### src/rtl/core/mfd_pkg.sv
package mfd_pkg;

    localparam int CFG_IDX_W = 3;
    localparam logic [CFG_IDX_W-1:0] CFG_HOST_ID   = 3'd0;
    localparam logic [CFG_IDX_W-1:0] CFG_MOTOR_ID  = 3'd1;
    localparam logic [CFG_IDX_W-1:0] CFG_POS_GAIN  = 3'd2;
    localparam logic [CFG_IDX_W-1:0] CFG_VEL_GAIN  = 3'd3;
    localparam logic [CFG_IDX_W-1:0] CFG_TOR_GAIN  = 3'd4;
    localparam logic [CFG_IDX_W-1:0] CFG_ZERO_EN   = 3'd5;

    localparam int CFG_DATA_W = 32;
    localparam int ID_W       = 11;
    localparam int PAYLOAD_W  = 64;
    localparam int POS_W      = 16;
    localparam int RAW12_W    = 12;
    localparam int OFS_W      = 17;
    localparam int CNT_W      = 13;
    localparam int TURN_EXT_W = 32;
    localparam int TURNS_W    = 24;
    localparam int ANGLE_W    = 48;
    localparam int SCALED_W   = 32;
    localparam int GAIN_W     = 32;
    localparam int DIFF_W     = 50;
    localparam int ANG_PROD_W = DIFF_W + GAIN_W;
    localparam int SMALL_PROD_W = CNT_W + GAIN_W;
    localparam int FRAC_DROP  = 8;

    localparam int FRAMES_W = 6;
    localparam logic [FRAMES_W-1:0] FRAMES_MAX = 6'd63;
    localparam logic [FRAMES_W-1:0] ZERO_FRAME = 6'd50;

    localparam logic [POS_W-1:0] POS_RESET    = 16'd32768;
    localparam logic [POS_W-1:0] POS_LOW_MAX  = 16'd16383;
    localparam logic [POS_W-1:0] POS_HIGH_MIN = 16'd49152;

    typedef struct packed {
        logic [ID_W-1:0]         host_id;
        logic [3:0]              motor_id;
        logic signed [GAIN_W-1:0] pos_gain;
        logic signed [GAIN_W-1:0] vel_gain;
        logic signed [GAIN_W-1:0] tor_gain;
        logic                    zero_en;
    } t_cfg;

    typedef struct packed {
        logic signed [7:0] drv_temp;
        logic signed [7:0] rot_temp;
        logic [3:0]        fault_state;
    } t_side;

    typedef struct packed {
        logic signed [TURN_EXT_W-1:0] turn;
        logic signed [OFS_W-1:0]      zoff;
        logic [POS_W-1:0]             pos;
        logic [RAW12_W-1:0]           vel;
        logic [RAW12_W-1:0]           tor;
        t_side                        side;
    } t_trk;

endpackage

### src/rtl/core/mfd_track.sv
module mfd_track
    import mfd_pkg::*;
#(
    parameter int TURN_WIDTH = 24
) (
    input  logic                 i_clk,
    input  logic                 i_rst_n,
    input  t_cfg                 i_cfg,
    input  logic                 i_in_valid,
    output logic                 o_in_stall,
    input  logic                 i_cmd,
    input  logic                 i_std_frame,
    input  logic [ID_W-1:0]      i_frame_id,
    input  logic [PAYLOAD_W-1:0] i_payload,
    output logic                 o_valid,
    input  logic                 i_ready,
    output t_trk                 o_trk
);

    localparam logic signed [TURN_WIDTH-1:0] TURN_MAX = {1'b0, {(TURN_WIDTH-1){1'b1}}};
    localparam logic signed [TURN_WIDTH-1:0] TURN_MIN = {1'b1, {(TURN_WIDTH-1){1'b0}}};

    logic                 r_s0_valid;
    logic                 r_cmd;
    logic                 r_std;
    logic [ID_W-1:0]      r_id;
    logic [PAYLOAD_W-1:0] r_payload;

    logic signed [TURN_WIDTH-1:0] r_turn, n_turn;
    logic signed [OFS_W-1:0]      r_zoff, n_zoff;
    logic [POS_W-1:0]             r_last, n_last;
    logic [FRAMES_W-1:0]          r_frames, n_frames;

    logic r_s1_valid;
    t_trk r_s1;

    logic                    keep;
    logic                    s0_adv;
    logic                    s0_ready;
    logic                    s1_ready;
    logic [POS_W-1:0]        raw_pos;
    logic signed [OFS_W-1:0] pos_c;
    logic signed [OFS_W-1:0] last_c;
    logic [FRAMES_W-1:0]     frames_inc;
    t_trk                    s1_next;

    assign raw_pos = r_payload[55:40];
    assign pos_c   = {~raw_pos[POS_W-1], raw_pos[POS_W-2:0], 1'b1};
    assign last_c  = {~r_last[POS_W-1], r_last[POS_W-2:0], 1'b1};

    assign keep = !r_cmd && r_std && (r_id == i_cfg.host_id)
                  && (r_payload[59:56] == i_cfg.motor_id);

    assign s1_ready   = !r_s1_valid || i_ready;
    assign s0_adv     = r_s0_valid && (s1_ready || !keep);
    assign s0_ready   = !r_s0_valid || s0_adv;
    assign o_in_stall = !s0_ready;

    assign frames_inc = (r_frames != FRAMES_MAX) ? r_frames + FRAMES_W'(1) : r_frames;

    always_comb begin
        n_turn   = r_turn;
        n_zoff   = r_zoff;
        n_last   = r_last;
        n_frames = r_frames;
        if (s0_adv) begin
            if (r_cmd) begin
                n_turn = '0;
                n_zoff = last_c;
            end else if (keep) begin
                if (raw_pos <= POS_LOW_MAX && r_last >= POS_HIGH_MIN) begin
                    if (r_turn != TURN_MAX) begin
                        n_turn = r_turn + TURN_WIDTH'(1);
                    end
                end else if (raw_pos >= POS_HIGH_MIN && r_last <= POS_LOW_MAX) begin
                    if (r_turn != TURN_MIN) begin
                        n_turn = r_turn - TURN_WIDTH'(1);
                    end
                end
                n_last   = raw_pos;
                n_frames = frames_inc;
                if (frames_inc == ZERO_FRAME && i_cfg.zero_en) begin
                    n_turn = '0;
                    n_zoff = pos_c;
                end
            end
        end
    end

    always_comb begin
        s1_next.turn             = TURN_EXT_W'(n_turn);
        s1_next.zoff             = n_zoff;
        s1_next.pos              = raw_pos;
        s1_next.vel              = r_payload[39:28];
        s1_next.tor              = r_payload[27:16];
        s1_next.side.drv_temp    = r_payload[15:8];
        s1_next.side.rot_temp    = r_payload[7:0];
        s1_next.side.fault_state = r_payload[63:60];
    end

    always_ff @(posedge i_clk) begin
        if (!i_rst_n) begin
            r_s0_valid <= 1'b0;
            r_s1_valid <= 1'b0;
            r_turn     <= '0;
            r_zoff     <= '0;
            r_last     <= POS_RESET;
            r_frames   <= '0;
        end else begin
            if (s0_ready) begin
                r_s0_valid <= i_in_valid;
            end
            if (s0_adv && keep) begin
                r_s1_valid <= 1'b1;
            end else if (i_ready) begin
                r_s1_valid <= 1'b0;
            end
            r_turn   <= n_turn;
            r_zoff   <= n_zoff;
            r_last   <= n_last;
            r_frames <= n_frames;
        end
    end

    always_ff @(posedge i_clk) begin
        if (s0_ready && i_in_valid) begin
            r_cmd     <= i_cmd;
            r_std     <= i_std_frame;
            r_id      <= i_frame_id;
            r_payload <= i_payload;
        end
        if (s0_adv && keep) begin
            r_s1 <= s1_next;
        end
    end

    assign o_valid = r_s1_valid;
    assign o_trk   = r_s1;

    a_cmd_clears_turns: assert property (@(posedge i_clk) disable iff (!i_rst_n)
        (s0_adv && r_cmd) |=> (r_turn == '0))
        else $error("turn counter not cleared by reset command");

    a_s1_holds: assert property (@(posedge i_clk) disable iff (!i_rst_n)
        (r_s1_valid && !i_ready) |=> (r_s1_valid && $stable(r_s1)))
        else $error("tracked frame lost while downstream busy");

    a_frames_monotonic: assert property (@(posedge i_clk) disable iff (!i_rst_n)
        $past(i_rst_n) |-> (r_frames >= $past(r_frames)))
        else $error("frame count went backward");

endmodule

### config.mk
export PLATFORM = sky130hd
export DESIGN_NAME = mfd_track
export DESIGN_NICKNAME = d
export VERILOG_FILES = /design/src/rtl/core/mfd_pkg.sv /design/src/rtl/core/mfd_track.sv
export SDC_FILE = /design/constraint.sdc
export NUM_CORES = 1
export LEC_CHECK = 0
export ABC_CLOCK_PERIOD_IN_PS = 6600
export BUFFER_PORTS_ARGS = -buffer_cell sky130_fd_sc_hd__buf_2
export CORE_MARGIN = 5
export CORE_UTILIZATION = 45
export CTS_BUF_LIST = sky130_fd_sc_hd__clkbuf_16
export DETAILED_ROUTE_END_ITERATION = 10
export PLACE_DENSITY = 0.8
export SLEW_MARGIN = 25
export SYNTH_ARGS = -nofsm -noshare
export SYNTH_HDL_FRONTEND = slang
export SYNTH_SLANG_ARGS = --single-unit
### constraint.sdc
create_clock -name i_clk -period 6.6 [get_ports i_clk]
set_input_delay 0.99 -clock i_clk [delete_from_list [all_inputs] [get_ports i_clk]]
set_output_delay 0.99 -clock i_clk [all_outputs]
set_load 0.02 [all_outputs]
==> results of run 1 <==
==> sequential cells by signal (all words and copies together) (netlist names), 6 cells and up <==
register	flops
r_id	11
r_last	16
r_turn	24
r_zoff	17
o_trk	101
r_payload	64
r_frames	6
==> layout make-up <==
class | instances | area (um^2) | share of cell area [%]
multi-input cells | 402 | 2625 | 22.80
well taps | 275 | 344.1 | 2.989
repair buffers | 216 | 1104 | 9.587
flip-flops and latches | 243 | 6646 | 57.74
clock buffers | 25 | 625.6 | 5.435
inverters | 11 | 41.29 | 0.3587
clock inverters | 19 | 125.1 | 1.087
==> metrics by stage <==
stage / hold WS, ns / util (%) / power, uW / cells / setup slack [ns]
finish: 0.4127 / 55.11 / 3075 / 1191 / 2.715
floorplan: 0.4003 / - / 1768 / 696 / 1.012
CTS: 0.4128 / 55.08 / 3108 / 1191 / 2.664
global route: 0.4245 / 55.11 / 3181 / 1191 / 2.410
detailed placement: 0.4045 / 51.48 / 1818 / 1147 / 2.506
global placement: 0.4003 / 51.45 / 1812 / 1147 / 2.424
==> synth_stat cells, types with 3 or more instances <==
cell type / number / area (um^2)
buf_2: 8 / 40.04
a22oi_1: 4 / 30.03
o21ai_0: 16 / 80.08
a21oi_1: 76 / 380.4
a311oi_1: 4 / 35.03
or3_1: 17 / 106.4
nand4_1: 6 / 37.54
o221a_2: 15 / 168.9
buf_6: 3 / 33.78
and4_1: 8 / 70.07
nor4bb_1: 4 / 40.04
nor4_1: 16 / 100.1
and3_1: 9 / 56.30
o211ai_1: 3 / 22.52
a211oi_1: 5 / 37.54
a31oi_1: 4 / 25.02
dfxtp_1: 65 / 1301
nor3_1: 12 / 60.06
a41oi_1: 5 / 43.79
nor2_1: 26 / 97.59
inv_1: 11 / 41.29
a32o_1: 16 / 160.2
or2_2: 5 / 31.28
o31ai_1: 5 / 37.54
nand3_1: 7 / 35.03
ha_1: 4 / 50.05
or2_0: 9 / 56.30
buf_4: 8 / 60.06
nand2_1: 49 / 183.9
nand2b_1: 5 / 31.28
xor2_1: 18 / 157.7
a22o_1: 16 / 140.1
edfxtp_1: 178 / 5345
xnor2_1: 3 / 26.28
or4_1: 6 / 45.04
clkbuf_1: 21 / 78.83
==> worst paths after layout <==
check / to / cells past startpoint / from / slack (ns)
worst min register to register: o_trk[26] / 0 / r_payload[22] / 0.41
worst max register to register: o_trk[81] / 7 / r_cmd / 3.04
worst min-delay path: o_trk[26] / 0 / r_payload[22] / 0.41
worst max-delay path: o_in_stall / 6 / r_cmd / 2.71
==> layer usage <==
metal / track usage (%) / vias to the layer above / wire length, um
li1: - / 3122 / -
met1: 20.54 / 3109 / 7839
met2: 29.82 / 267 / 10770
met3: 5.146 / 53 / 2042
met4: 5.211 / 2 / 523
met5: 0 / - / 13
==> power by group through the flow <==
stage | clock [uW] | sequential [uW] | combinational (uW)
2_1_floorplan | 0 | 1730 | 41.6
3_3_place_gp | 0 | 1730 | 78.8
3_5_place_dp | 0 | 1740 | 81.3
4_1_cts | 1320 | 1700 | 81.6
5_1_grt | 1380 | 1710 | 89.3
6_report | 1290 | 1700 | 80.6
==> kinds of logic after synthesis <==
family,Yosys count
fa+ha+maj,4
compound gates,183
xor+xnor,21
mux,1
flops,243
buf+inv,51
simple gates,193
==> results_dict.tcl, run 1 <==
set metrics [dict create \
    status "finished, final reports clean" \
    grt_max_degree 78 \
    clk_latency_ns 0.52 \
    tightest_slew_ns 0.9844 \
    skew_ns 0.01445 \
    core-area_um2 20890 \
    wl_um 21190 \
    crit_slowest_cell "edfxtp_1" \
    seqPwrFrac_pct 55.4 \
    drt-wirelength-per-cell_um 17.79 \
    n_antenna_cell 0 \
    cp_cell_sequence "nand2b_1 > nor4_1 > and4_1 > nand2_1 > nor2_1 > buf_2" \
    critPathMaxStageDelay_ns 0.75 \
    die_w_um 155.3 \
    hold_viol_final 0 \
    post-route-period-util_pct 58.87 \
    cp.required_ns 5.61 \
    period_minus_slack_ns 3.885 \
    mostFrequentLayoutCell "buf_2" \
    syn_nets 893 \
    io_pins 304 \
    worstSetupStartpointType "flip-flop" \
    fill_cells 1728 \
    nets 1096 \
    power.internal_uw 2444 \
    power.switching_uw 631.6 \
    final_area_um2 11510 \
    hpwl_um 14470 \
    cts_max_level 1 \
    max-vdd-ir-drop_mv 0.2060 \
    p_per_area_nw_per_um2 267.1 \
    max-cap-violations 0 \
    clk_pin_slew_ns 0.06 \
    synthMuxAreaShare_pct 0.1054 \
    synth_seq_area_share_pct 70.01 \
    path_class "reg -> out" \
    cts-hold-fix-buffers 0 \
    yosysUniqueCellTypes 60 \
    die_area_um2 24100 \
    p_leak_uw 0.004134 \
    place_congestion 0.8985 \
    drc_errors 0 \
    synth_xor_xnor_area_share_pct 1.937 \
    final_cell_mix "207 x buf_2, 178 x edfxtp_1, 76 x a21oi_1, 65 x dfxtp_1, 49 x nand2_1" \
    cts_tree "built" \
    path_buf_inv 1 \
    vias_per_cell 5.502 \
    crit_path_end_kind "primary output" \
    synth-edff-count 178 \
    synth_top_flop_cell "edfxtp_1" \
    cts_buffer_depth 3 \
    hold_path.class "reg -> reg" \
    max_freq_ghz 0.2574 \
    grt_pass1_wl_um 33450 \
    syn2layout_area_growth_pct 21.24 \
    place_area_um2 10750 \
    ant_nets 0 \
    synthAdderAreaFrac_pct 0.5271 \
    antenna_found_initial 1 \
    die_y_um 155.3 \
    drtPass1Iterations 5 \
    cts_buffers 25 \
    syn_inst 696 \
    synth-simple-area-share_pct 11.32 \
    setup_viol 0 \
    rows 53 \
    synth.avg_cell_area_um2 13.64 \
    slew_violations 0 \
    synth_top_family_by_area "compound AO/OA/AOI/OAI gates" \
    first_iter_violations 424 \
    grt_pass1_vias 6452 \
    overflow 0 \
    rsz0062_at_grt "no" \
    slew_headroom_pct 34.37 \
    cts-root-buf "clkbuf_16" \
    via_count 6553 \
    critPathTopFamily "simple AND/OR/NAND/NOR gates" \
    cts_sinks 243 \
    cts-resized-gates 0 \
    drive_gt1_share_pct 31.55 \
    path_max_fanout 21 \
    p_sw_share_pct 20.54 \
    netlist_area_um2 9494 \
    synth_compound_area_share_pct 13.43 \
    ys_warn_count 0 \
    synth_seq_cells 243 \
    start_util_pct 45.45 \
    async_flop_share_pct 0 \
    grt.total_usage_pct 17.12 \
    pwr-share-comb_pct 2.6 \
    setup_tns_ns 0 \
    cp_data_arrival_time_ns 2.90 \
    power_frac_clock_pct 42.0 \
    port_buffers 207 \
    postCtsSetupBuffers 0 \
]
No activity file was read; power rests on OpenSTA's default activity.
==> run 2: changes to the inputs <==
--- a/config.mk
+++ b/config.mk
@@ -5,13 +5,13 @@
 export SDC_FILE = /design/constraint.sdc
 export NUM_CORES = 1
 export LEC_CHECK = 0
-export ABC_CLOCK_PERIOD_IN_PS = 6600
+export ABC_CLOCK_PERIOD_IN_PS = 4010
 export BUFFER_PORTS_ARGS = -buffer_cell sky130_fd_sc_hd__buf_2
 export CORE_MARGIN = 5
 export CORE_UTILIZATION = 45
 export CTS_BUF_LIST = sky130_fd_sc_hd__clkbuf_16
 export DETAILED_ROUTE_END_ITERATION = 10
-export PLACE_DENSITY = 0.8
+export PLACE_DENSITY = 0.77
 export SLEW_MARGIN = 25
 export SYNTH_ARGS = -nofsm -noshare
 export SYNTH_HDL_FRONTEND = slang
==> constraint.sdc (replaced) <==
create_clock -name i_clk -period 4.01 [get_ports i_clk]
set_input_delay 0.6015 -clock i_clk [delete_from_list [all_inputs] [get_ports i_clk]]
set_output_delay 0.6015 -clock i_clk [all_outputs]
set_load 0.02 [all_outputs]
==> run 2 against run 1 <==
Non-clock buffer count grew 7. Register-to-register slack worse by 2.1 ns. Wire length is 3.4% higher.
==> results_dict.tcl, run 2 (synthesis gave the netlist of run 1 again) <==
set metrics [dict create \
    port_buffers 207 \
    die_y_um 155.3 \
    drc_errors 0 \
    final_cell_mix "207 x buf_2, 178 x edfxtp_1, 76 x a21oi_1, 65 x dfxtp_1, 49 x nand2_1" \
    cts_buffers 26 \
    die_area_um2 24100 \
    core-area_um2 20890 \
    fin_total_pwr_uw 5240 \
    p_leak_uw 0.004232 \
    worstSetupStartpointType "flip-flop" \
    reg2reg_depth 6 \
    max-cap-violations 0 \
    start_util_pct 45.45 \
    cts_buffer_depth 3 \
    status "finished, final reports clean" \
    rows 53 \
    mostFrequentLayoutCell "buf_2" \
    drtPass1Iterations 5 \
    cp.required_ns 3.41 \
    slew_violations 0 \
    cts-root-buf "clkbuf_16" \
    grt.total_usage_pct 17.89 \
    clk_latency_ns 0.52 \
    min_path_cells 1 \
    syn2layout_area_growth_pct 22.71 \
    skew_ns 0.01372 \
    place_congestion 0.8682 \
    period_minus_slack_ns 3.349 \
    nets 1104 \
    clk_pin_slew_ns 0.07 \
    max_freq_ghz 0.2986 \
    wl_um 21900 \
    p_per_area_nw_per_um2 449.8 \
    n_antenna_cell 0 \
    first_iter_violations 401 \
    via_count 6600 \
    postCtsSetupBuffers 0 \
    antenna_found_initial 2 \
    final_area_um2 11650 \
    ant_nets 0 \
    grt_pass1_wl_um 34890 \
    fill_cells 1756 \
    cts-resized-gates 0 \
    hold_viol_final 0 \
    overflow 0 \
    cts_sinks 243 \
    rsz0062_at_grt "no" \
    tightest_slew_ns 0.8979 \
    slew_headroom_pct 40.14 \
    cts-hold-fix-buffers 0 \
    die_w_um 155.3 \
    grt_max_degree 66 \
    vias_per_cell 5.491 \
    grt_pass1_vias 6484 \
    setup_tns_ns 0 \
    cts_max_level 1 \
    drt-wirelength-per-cell_um 18.22 \
    cts_tree "built" \
    path_class "reg -> out" \
    hold_path.class "in -> reg" \
    setup_viol 0 \
    post-route-period-util_pct 83.51 \
    cp_data_arrival_time_ns 2.75 \
    max-vdd-ir-drop_mv 0.3577 \
    drive_gt1_share_pct 32.47 \
    largest_reg_flops 101 \
    io_pins 304 \
    hpwl_um 15000 \
    crit_path_end_kind "primary output" \
    place_area_um2 10810 \
    path_max_fanout 4 \
]
run 2: cell count changes in the layout (fill, tap and decap cells not counted):
| cell | before | now |
|---|---|---|
| buf_4 | 9 | 16 |
| inv_4 | 0 | 5 |
| clkbuf_16 | 25 | 28 |
| inv_1 | 12 | 14 |
| clkinvlp_4 | 4 | 2 |
| nand3_1 | 6 | 7 |
| clkinv_2 | 6 | 4 |
| nand3_2 | 2 | 1 |
| clkinv_4 | 0 | 2 |
| clkinv_1 | 6 | 2 |
run 2: power by group:
part	internal (uW)	switching [uW]	leakage (uW)	total, uW
logic	58.8	83.4	0.00163	142
registers	2770	31.8	0.00217	2800
clock network	1340	963	0.000429	2300
total	4160	1080	0.00423	5240
run 2: critical path, cell delays in order (launching register included):
cell and delay (ns):
edfxtp_1 0.38, xor2_1 0.15, nor4_1 0.73, and4_1 0.37, nand2_1 0.10, nor2_1 0.26, buf_2 0.24
run 2: per-stage QoR:
step	hold WS [ns]	worst slack, ns	util, %	std cells
finish	0.2505	0.6613	55.77	1202
global route	0.2209	0.5041	55.77	1202
CTS	0.2203	0.6152	55.77	1202
detailed placement	0.4045	0.5539	51.74	1154
global placement	0.4005	0.5859	51.73	1154
floorplan	0.4003	0.2819	-	696
run 2: layer usage:
layer | up-vias | routed length [um] | global-route usage, %
met5 | - | 25 | 0
met4 | 4 | 575 | 5.085
met3 | 44 | 1618 | 4.145
met2 | 228 | 10660 | 30.11
met1 | 3168 | 9021 | 23.36
li1 | 3156 | - | -
run 2: area by class of cell:
type | count | area [um^2] | share of cell area, %
Timing Repair Buffer | 223 | 1156 | 9.924
Sequential cell | 243 | 6646 | 57.05
Clock buffer | 28 | 700.7 | 6.014
Multi-Input combinational cell | 402 | 2620 | 22.49
Inverter | 11 | 41.29 | 0.3544
Tap cell | 275 | 344.1 | 2.954
Clock inverter | 20 | 141.4 | 1.214
run 2: final timing paths:
| kind | from | to | slack, ns |
|---|---|---|---|
| min reg2reg | r_payload[38] | o_trk[42] | 0.41 |
| max reg2reg | r_payload[58] | o_trk[62] | 0.92 |
| min | i_frame_id[8] | r_id[8] | 0.25 |
| max | r_payload[58] | o_in_stall | 0.66 |
